**src/rtl/assert_macros.svh**
```systemverilog
// assertion macros, clocked on clk and off while rst is high
`ifndef ASSERT_MACROS_SVH
`define ASSERT_MACROS_SVH

// condition must hold on every edge
`define ASSERT_HOLDS(lbl, expr, msg) \
  lbl: assert property (@(posedge clk) disable iff (rst) (expr)) else $error(msg);

// same-cycle implication
`define ASSERT_IMPLIES(lbl, ante, cons, msg) \
  lbl: assert property (@(posedge clk) disable iff (rst) (ante) |-> (cons)) else $error(msg);

`endif

```
**src/rtl/irsl_pkg.sv**
```systemverilog
package irsl_pkg;

  localparam int SAMPLE_BITS   = 12;
  localparam int CHANNEL_COUNT = 2;
  localparam int FULL_SCALE    = (1 << SAMPLE_BITS) - 1;

  // volts q2.16 = (raw * 33 * 65536 + 5 * fs) / (10 * fs)
  localparam logic [33:0] VOLT_MUL   = 34'(33 * 65536);
  localparam logic [33:0] VOLT_ROUND = 34'(5 * FULL_SCALE);
  localparam logic [33:0] VOLT_DIV   = 34'(10 * FULL_SCALE);
  localparam logic [16:0] VOLT_RECIP = 17'((64'd1 << 32) / (64'd10 * FULL_SCALE));

  // d * 100 < 65536  <=>  d < ceil(65536 / 100)
  localparam int FAR_THRESH = (65536 + 99) / 100;

  localparam int DIV_STEPS = 24;
  localparam int ST_N      = 0;
  localparam int ST_QEST   = 1;
  localparam int ST_PROD   = 2;
  localparam int ST_DIFF   = 3;
  localparam int ST_NUM    = 4;
  localparam int ST_DIV    = 5;
  localparam int ST_DIST   = ST_DIV + DIV_STEPS;
  localparam int ST_OUT    = ST_DIST + 1;
  localparam int STAGES    = ST_OUT + 1;

  localparam logic [15:0] NEAR_RESET = 16'd2560;
  localparam logic [15:0] FAR_RESET  = 16'd20480;

  typedef logic        [23:0] gain_t;
  typedef logic signed [17:0] offset_t;
  typedef logic signed [15:0] bias_t;
  typedef logic        [15:0] limit_t;

  typedef enum logic [2:0] {
    REG_GAIN_RIGHT   = 3'd0,
    REG_GAIN_LEFT    = 3'd1,
    REG_OFFSET_RIGHT = 3'd2,
    REG_OFFSET_LEFT  = 3'd3,
    REG_BIAS_RIGHT   = 3'd4,
    REG_BIAS_LEFT    = 3'd5,
    REG_NEAR_LIMIT   = 3'd6,
    REG_FAR_LIMIT    = 3'd7
  } cfg_reg_t;

endpackage

```
**src/rtl/ir_range_sensor_linearizer_core.sv**
```systemverilog
// pipeline: 31 register stages between the accepted item and the result on m_tdata
// throughput: one item per cycle unless m_tready stalls a full pipeline, set by the 24-step pipelined restoring divider
// stall: each stage loads when m_tready is high or it or any later stage is empty, so bubbles fill up
// reset (rst, synchronous): pipeline empty, registers at reset values
// (near 10 cm, far 80 cm, all others zero)
`include "assert_macros.svh"

module ir_range_sensor_linearizer_core
  import irsl_pkg::*;
(
  input  logic        clk,
  input  logic        rst,
  input  logic        s_tvalid,
  output logic        s_tready,
  input  logic [15:0] s_tdata,   // [11:0] raw_sample, [15:12] zero
  input  logic        s_tuser,   // [0] channel
  output logic        m_tvalid,
  input  logic        m_tready,
  output logic [15:0] m_tdata,   // [15:0] distance
  output logic [2:0]  m_tuser,   // [0] channel_out, [1] too_far, [2] clamped
  input  logic        psel,
  input  logic        penable,
  input  logic        pwrite,
  input  logic [4:0]  paddr,
  input  logic [31:0] pwdata,
  output logic [31:0] prdata,
  output logic        pready
);

  gain_t   gain_reg   [CHANNEL_COUNT];
  offset_t offset_reg [CHANNEL_COUNT];
  bias_t   bias_reg   [CHANNEL_COUNT];
  limit_t  near_limit;
  limit_t  far_limit;

  cfg_reg_t cfg_sel;

  assign pready  = 1'b1;
  assign cfg_sel = cfg_reg_t'(paddr[4:2]);

  always_ff @(posedge clk) begin
    if (rst) begin
      for (int c = 0; c < CHANNEL_COUNT; c++) begin
        gain_reg[c]   <= '0;
        offset_reg[c] <= '0;
        bias_reg[c]   <= '0;
      end
      near_limit <= NEAR_RESET;
      far_limit  <= FAR_RESET;
    end else if (psel && penable && pwrite && pready) begin
      case (cfg_sel)
        REG_GAIN_RIGHT:   gain_reg[0]   <= pwdata[23:0];
        REG_GAIN_LEFT:    gain_reg[1]   <= pwdata[23:0];
        REG_OFFSET_RIGHT: offset_reg[0] <= pwdata[17:0];
        REG_OFFSET_LEFT:  offset_reg[1] <= pwdata[17:0];
        REG_BIAS_RIGHT:   bias_reg[0]   <= pwdata[15:0];
        REG_BIAS_LEFT:    bias_reg[1]   <= pwdata[15:0];
        REG_NEAR_LIMIT:   near_limit    <= pwdata[15:0];
        REG_FAR_LIMIT:    far_limit     <= pwdata[15:0];
        default: ;
      endcase
    end
  end

  always_comb begin
    case (cfg_sel)
      REG_GAIN_RIGHT:   prdata = 32'(gain_reg[0]);
      REG_GAIN_LEFT:    prdata = 32'(gain_reg[1]);
      REG_OFFSET_RIGHT: prdata = 32'(unsigned'(offset_reg[0]));
      REG_OFFSET_LEFT:  prdata = 32'(unsigned'(offset_reg[1]));
      REG_BIAS_RIGHT:   prdata = 32'(unsigned'(bias_reg[0]));
      REG_BIAS_LEFT:    prdata = 32'(unsigned'(bias_reg[1]));
      REG_NEAR_LIMIT:   prdata = 32'(near_limit);
      REG_FAR_LIMIT:    prdata = 32'(far_limit);
      default:          prdata = '0;
    endcase
  end

  // stage valid bits and load enables
  logic [STAGES-1:0] stage_valid;
  logic [STAGES-1:0] stage_en;

  always_comb begin
    for (int i = 0; i < STAGES; i++) begin
      stage_en[i] = m_tready ||
                    !(&(stage_valid | ((STAGES'(1) << i) - STAGES'(1))));
    end
  end

  assign s_tready = stage_en[ST_N];

  always_ff @(posedge clk) begin
    if (rst) begin
      stage_valid <= '0;
    end else begin
      for (int i = 0; i < STAGES; i++) begin
        if (stage_en[i]) begin
          stage_valid[i] <= (i == 0) ? s_tvalid : stage_valid[(i == 0) ? 0 : i - 1];
        end
      end
    end
  end

  // front stages: volts, offset, dividend
  logic [33:0]        n_s0, n_s1, n_s2;
  logic               ch_s0, ch_s1, ch_s2, ch_s3, ch_s4;
  logic [17:0]        qest_s1, qest_s2;
  logic [33:0]        prod_s2;
  logic signed [19:0] diff_s3;
  logic [32:0]        num_s4;
  logic [18:0]        den_s4;
  logic               far_s4;

  logic [40:0]        recip_prod;
  logic [16:0]        volt_rem;
  logic [17:0]        volts;
  logic signed [19:0] diff_next;
  logic [18:0]        den_next;

  assign recip_prod = 41'(n_s0[33:10]) * 41'(VOLT_RECIP);
  assign volt_rem   = n_s2[16:0] - prod_s2[16:0];
  assign volts      = qest_s2 + 18'(volt_rem >= VOLT_DIV[16:0]);
  assign diff_next  = $signed({2'b00, volts}) - 20'(offset_reg[ch_s2]);
  assign den_next   = diff_s3[18:0];

  always_ff @(posedge clk) begin
    if (stage_en[ST_N]) begin
      n_s0  <= 34'(s_tdata[SAMPLE_BITS-1:0]) * VOLT_MUL + VOLT_ROUND;
      ch_s0 <= s_tuser;
    end
    if (stage_en[ST_QEST]) begin
      qest_s1 <= recip_prod[39:22];
      n_s1    <= n_s0;
      ch_s1   <= ch_s0;
    end
    if (stage_en[ST_PROD]) begin
      prod_s2 <= 34'(qest_s1) * VOLT_DIV;
      qest_s2 <= qest_s1;
      n_s2    <= n_s1;
      ch_s2   <= ch_s1;
    end
    if (stage_en[ST_DIFF]) begin
      diff_s3 <= diff_next;
      ch_s3   <= ch_s2;
    end
    if (stage_en[ST_NUM]) begin
      far_s4 <= diff_s3 < $signed(20'(FAR_THRESH));
      den_s4 <= den_next;
      num_s4 <= {1'b0, gain_reg[ch_s3], 8'b0} + 33'(den_next[18:1]);
      ch_s4  <= ch_s3;
    end
  end

  // restoring divider, one quotient bit per stage
  logic [18:0] dv_rem  [DIV_STEPS];
  logic [23:0] dv_low  [DIV_STEPS];
  logic [23:0] dv_quo  [DIV_STEPS];
  logic [18:0] dv_den  [DIV_STEPS];
  logic        dv_far  [DIV_STEPS];
  logic        dv_ch   [DIV_STEPS];

  logic [18:0] dv_rem_in  [DIV_STEPS];
  logic [23:0] dv_low_in  [DIV_STEPS];
  logic [23:0] dv_quo_in  [DIV_STEPS];
  logic [18:0] dv_den_in  [DIV_STEPS];
  logic        dv_far_in  [DIV_STEPS];
  logic        dv_ch_in   [DIV_STEPS];
  logic [19:0] dv_trial   [DIV_STEPS];
  logic        dv_ge      [DIV_STEPS];
  logic [18:0] dv_rem_nx  [DIV_STEPS];

  always_comb begin
    dv_rem_in[0] = 19'(num_s4[32:24]);
    dv_low_in[0] = num_s4[23:0];
    dv_quo_in[0] = '0;
    dv_den_in[0] = den_s4;
    dv_far_in[0] = far_s4;
    dv_ch_in[0]  = ch_s4;
    for (int j = 1; j < DIV_STEPS; j++) begin
      dv_rem_in[j] = dv_rem[j-1];
      dv_low_in[j] = dv_low[j-1];
      dv_quo_in[j] = dv_quo[j-1];
      dv_den_in[j] = dv_den[j-1];
      dv_far_in[j] = dv_far[j-1];
      dv_ch_in[j]  = dv_ch[j-1];
    end
    for (int j = 0; j < DIV_STEPS; j++) begin
      dv_trial[j]  = {dv_rem_in[j], dv_low_in[j][23]};
      dv_ge[j]     = dv_trial[j] >= {1'b0, dv_den_in[j]};
      dv_rem_nx[j] = dv_ge[j] ? 19'(dv_trial[j] - {1'b0, dv_den_in[j]})
                              : dv_trial[j][18:0];
    end
  end

  always_ff @(posedge clk) begin
    for (int j = 0; j < DIV_STEPS; j++) begin
      if (stage_en[ST_DIV + j]) begin
        dv_rem[j] <= dv_rem_nx[j];
        dv_low[j] <= {dv_low_in[j][22:0], 1'b0};
        dv_quo[j] <= {dv_quo_in[j][22:0], dv_ge[j]};
        dv_den[j] <= dv_den_in[j];
        dv_far[j] <= dv_far_in[j];
        dv_ch[j]  <= dv_ch_in[j];
      end
    end
  end

  // bias, clamp and too-far output
  logic signed [25:0] dist_sd;
  logic               far_sd;
  logic               ch_sd;

  logic signed [25:0] far_ext, near_ext, dist_fc;
  logic               over_far, under_near;

  assign far_ext    = $signed({10'b0, far_limit});
  assign near_ext   = $signed({10'b0, near_limit});
  assign over_far   = dist_sd > far_ext;
  assign dist_fc    = over_far ? far_ext : dist_sd;
  assign under_near = dist_fc < near_ext;

  logic [15:0] out_dist;
  logic        out_far;
  logic        out_clamp;
  logic        out_ch;

  always_ff @(posedge clk) begin
    if (stage_en[ST_DIST]) begin
      dist_sd <= $signed({2'b00, dv_quo[DIV_STEPS-1]})
                 - 26'(bias_reg[dv_ch[DIV_STEPS-1]]);
      far_sd  <= dv_far[DIV_STEPS-1];
      ch_sd   <= dv_ch[DIV_STEPS-1];
    end
    if (stage_en[ST_OUT]) begin
      out_ch <= ch_sd;
      if (far_sd) begin
        out_dist  <= far_limit;
        out_far   <= 1'b1;
        out_clamp <= 1'b0;
      end else begin
        out_dist  <= under_near ? near_limit : dist_fc[15:0];
        out_far   <= 1'b0;
        out_clamp <= over_far || under_near;
      end
    end
  end

  assign m_tvalid = stage_valid[ST_OUT];
  assign m_tdata  = out_dist;
  assign m_tuser  = {out_clamp, out_far, out_ch};

  `ASSERT_IMPLIES(a_ready_when_empty, !m_tvalid, s_tready, "input stalled with empty output")
  `ASSERT_IMPLIES(a_far_not_clamped, m_tvalid && m_tuser[1], !m_tuser[2], "far item flagged clamped")
  `ASSERT_IMPLIES(a_near_floor, m_tvalid && !m_tuser[1], m_tdata >= near_limit, "distance below near")
  `ASSERT_IMPLIES(a_clamp_value, m_tvalid && m_tuser[2], (m_tdata == near_limit) || (m_tdata == far_limit), "clamped off limit")

endmodule

```
**config.mk**
```make
export PLATFORM = sky130hd
export DESIGN_NAME = ir_range_sensor_linearizer_core
export DESIGN_NICKNAME = d
export VERILOG_FILES = /design/src/rtl/irsl_pkg.sv /design/src/rtl/ir_range_sensor_linearizer_core.sv
export VERILOG_INCLUDE_DIRS = /design/src /design/src/rtl
export SDC_FILE = /design/constraint.sdc
export NUM_CORES = 2
export LEC_CHECK = 0
export BUFFER_PORTS_ARGS = -buffer_cell sky130_fd_sc_hd__buf_2
export CORE_MARGIN = 2
export CORE_UTILIZATION = 30
export DETAILED_ROUTE_END_ITERATION = 7
export GPL_TIMING_DRIVEN = 0
export PLACE_DENSITY = 0.54
export SYNTH_ARGS = -nofsm -noshare
export SYNTH_HDL_FRONTEND = slang
export SYNTH_SLANG_ARGS = --single-unit
```
**constraint.sdc**
```tcl
create_clock -name clk -period 16.5 [get_ports clk]
set_clock_uncertainty 0.2 [all_clocks]
set_input_delay 3.3 -clock clk [delete_from_list [all_inputs] [get_ports clk]]
set_output_delay 3.3 -clock clk [all_outputs]
set_load 0.02 [all_outputs]
```
==> implementation parameters <==
Parameter                              Value

Final layout
  Post-layout nets ... 8,732
  Top flop regs ... dv_den x437, dv_rem x437, dv_quo x300
  Layout overhead on the synthesized area ... 13.4%
  Fill cells ... 29,700
  Fraction of layout cells with a size suffix above 1 ... 9.48%
  Most frequent cells in the layout ... sky130_fd_sc_hd__edfxtp_1 (1,646), sky130_fd_sc_hd__inv_1 (909), sky130_fd_sc_hd__ha_1 (748)
  Commonest non-fill, non-tap cell in the layout ... sky130_fd_sc_hd__edfxtp_1

Global routing
  Total gr overflow ... 0
  Via count of the first global-routing pass ... 57,600
  Initial antenna violation count ... 10
  Maximum number of pins on one net before global-route repair ... 64
  Global-route wire length before repair ... 329 mm
  Combined global-route utilization of all metal layers ... 13.3%

Die
  Starting density of the core ... 30.1%
  DIE AREA ... 311,000 um^2
  Placeable Area ... 306,000 um^2
  Io pins ... 115
  Horizontal extent of the die ... 558 um
  Core Rows ... 203
  Overall die height ... 558 um

Synth
  EDFF count, synth ... 1,646
  Per-instance average area after synthesis ... 12.4 um^2
  Synthesized instance count ... 7,412
  Mapped cell area ... 92,000 um^2
  Ys Warns ... 0
  Post-synth top area share ... 53.7%
  Dominant cell type by area after synthesis ... sky130_fd_sc_hd__edfxtp_1
  Most used flip-flop cell after synthesis ... sky130_fd_sc_hd__edfxtp_1
  Number of register bits inferred by synthesis ... 1,711
  Sequential share of the synthesized area ... 55.1%
  Distinct cell type count of the synthesized netlist ... 87
  Share of async-settable or async-resettable flops after synthesis ... 0%
  Leading post-synthesis cells by cell area ... sky130_fd_sc_hd__edfxtp_1 (54%), sky130_fd_sc_hd__ha_1 (10%), sky130_fd_sc_hd__fa_1 (4.3%), sky130_fd_sc_hd__inv_1 (3.7%), sky130_fd_sc_hd__xnor2_1 (3.1%)

Placed design
  DP Wirelength ... 161 mm
  Setup Slack @ Placement ... 3420 ps
  Routability-driven placement congestion ratio ... 0.919
  Count of port buffers added during placement ... 89

CTS
  Clock transition at the register clock pins on the worst setup and hold paths after CTS ... 60 ps
  Worst-skew pair later-pin latency ... 840 ps
  TritonCTS clock tree ... done
  Post-cts hold buffer count ... 0
  H-tree Lvls ... 4
  Total of cells resized after clock tree synthesis ... 0
  Post-CTS Setup Inserts ... 0
  Max Root-Sink Buffers ... 4
  Number of sinks on the clock net ... 1,711
  Cts bufs inserted ... 189
  Cell chosen for the clock root ... sky130_fd_sc_hd__clkbuf_16

Setup path
  Delay of the slowest cell on the worst path ... 830 ps
  Cell breakdown of the critical path ... buf_2, and2b_2, inv_1, nor2_1, and2_1, inv_2, nor3_1, nand3_4, or2_4, nor2_1, and3_1, and2_1, buf_2, nand3_1, buf_2
  Setup CP Type ... input port to output pin
  Most frequent cell on the critical path ... sky130_fd_sc_hd__buf_2
  Required arrival time at the worst endpoint ... 13,000 ps
  Startpoint types ... input port
  Largest driver fanout on the critical path ... 59
  CP Capture Type ... output pin
  Max stage delay cell, worst path ... sky130_fd_sc_hd__nand3_1
  Data arrival at the endpoint of the critical path ... 9290 ps
  Setup slack of the most critical reg-to-reg path ... 9350 ps

Run status
  Status ... completed

Hold path
  HP Class ... flop to flop

Detailed routing
  Starting DRT DRC Count ... 3,799
  DR WL/cell ... 17.5 um
  Routed via count ... 56,400
  First-pass detailed-route iteration total ... 5
  DRC violations left ... 0
  Final WL ... 210 mm
  Number of vias per cell after detailed routing ... 4.71
  DRT antenna net count ... 0

Timing
  Max frequency ... 78.2 MHz
  Number of max-slew violations in the final report ... 0
  Worst Max-Slew Pin Slew ... 1340 ps
  WHS ... 175 ps
  Setup repair after global routing missed its margin ... no
  Summed negative setup slack over all endpoints ... 0 ps
  Endpoints failing hold ... 0
  Clock period minus worst slack ... 12,790 ps
  Final clock period utilization by the worst path ... 77.5%
  Final setup viols ... 0
  Max-Slew Margin vs Limit ... 10.3%
  Post-layout worst setup margin ... 3710 ps

Run
  Number of max-cap violations ... 0
## layout make-up
type                            count  area (um^2)  area share (%)
Clock buffer                      230         5010            4.80
Tap cell                         4100         5130            4.91
Inverter                          920         3450            3.31
Antenna cell                        1         2.50         0.00240
Sequential cell                  1711        50700            48.6
Buffer                            131          659           0.632
Timing Repair Buffer              115          963           0.923
Clock inverter                    107         1120            1.07
Multi-Input combinational cell   4657        37300            35.7
## cells by family (layout without fill, tap and decap cells)
kind of cell / after synthesis / count (layout) / share of synthesized area [%]
AO/OA/AOI/OAI: 1388 / 1388 / 9.45
multiplexers: 321 / 321 / 4.04
adder cells (fa/ha/maj): 946 / 946 / 14.5
XOR/XNOR: 479 / 479 / 4.56
other: 2 / 10 / 0.00816
flip-flops: 1711 / 1711 / 55.1
AND/OR/NAND/NOR: 1514 / 1514 / 7.85
buffers and inverters: 1051 / 1503 / 4.47
## per-stage QoR
stage	instance area (um^2)	util, %	instances
after floorplan	92000	-	7419
after global placement	97600	31.9	11600
after detailed placement	98200	32.1	11600
after CTS	104000	34.1	12000
after global routing	104000	34.2	12000
final	104000	34.2	12000
## Yosys cell counts, drive strengths merged (70+ instances only)
cell and count:
nor2 421, ha 748, a21oi 515, mux2 233, a21o 179, xor2 152
o21ai 298, and2 78, mux2i 77, nand3 94, nor3 111, nor2b 111
edfxtp 1646, nand2b 70, nand2 411, fa 198, xnor2 327, inv 919
## routing by layer
metal,share of wire (%),global-route usage [%]
met1,45,17.4
met2,49,23.2
met3,3.9,1.80
met4,2.5,3.41
met5,0.020,0
## worst max-delay path, delay by kind of cell
kind	cells	cell delay, ps
simple gates	10	4530
buf+inv	5	1400
## path summary, 6_finish.rpt
path / startpoint / end / cells past startpoint
max: m_tready / s_tready / 15
min: dv_quo[0][0] / dv_quo[0][25] / 0
max reg2reg: n_s0[16] / qest_s1[17] / 21
min reg2reg: dv_quo[0][0] / dv_quo[0][25] / 0
Power is left out: the tool's default activity adds up to more than one toggle a clock period on the data nets, which glitch-free logic cannot reach.
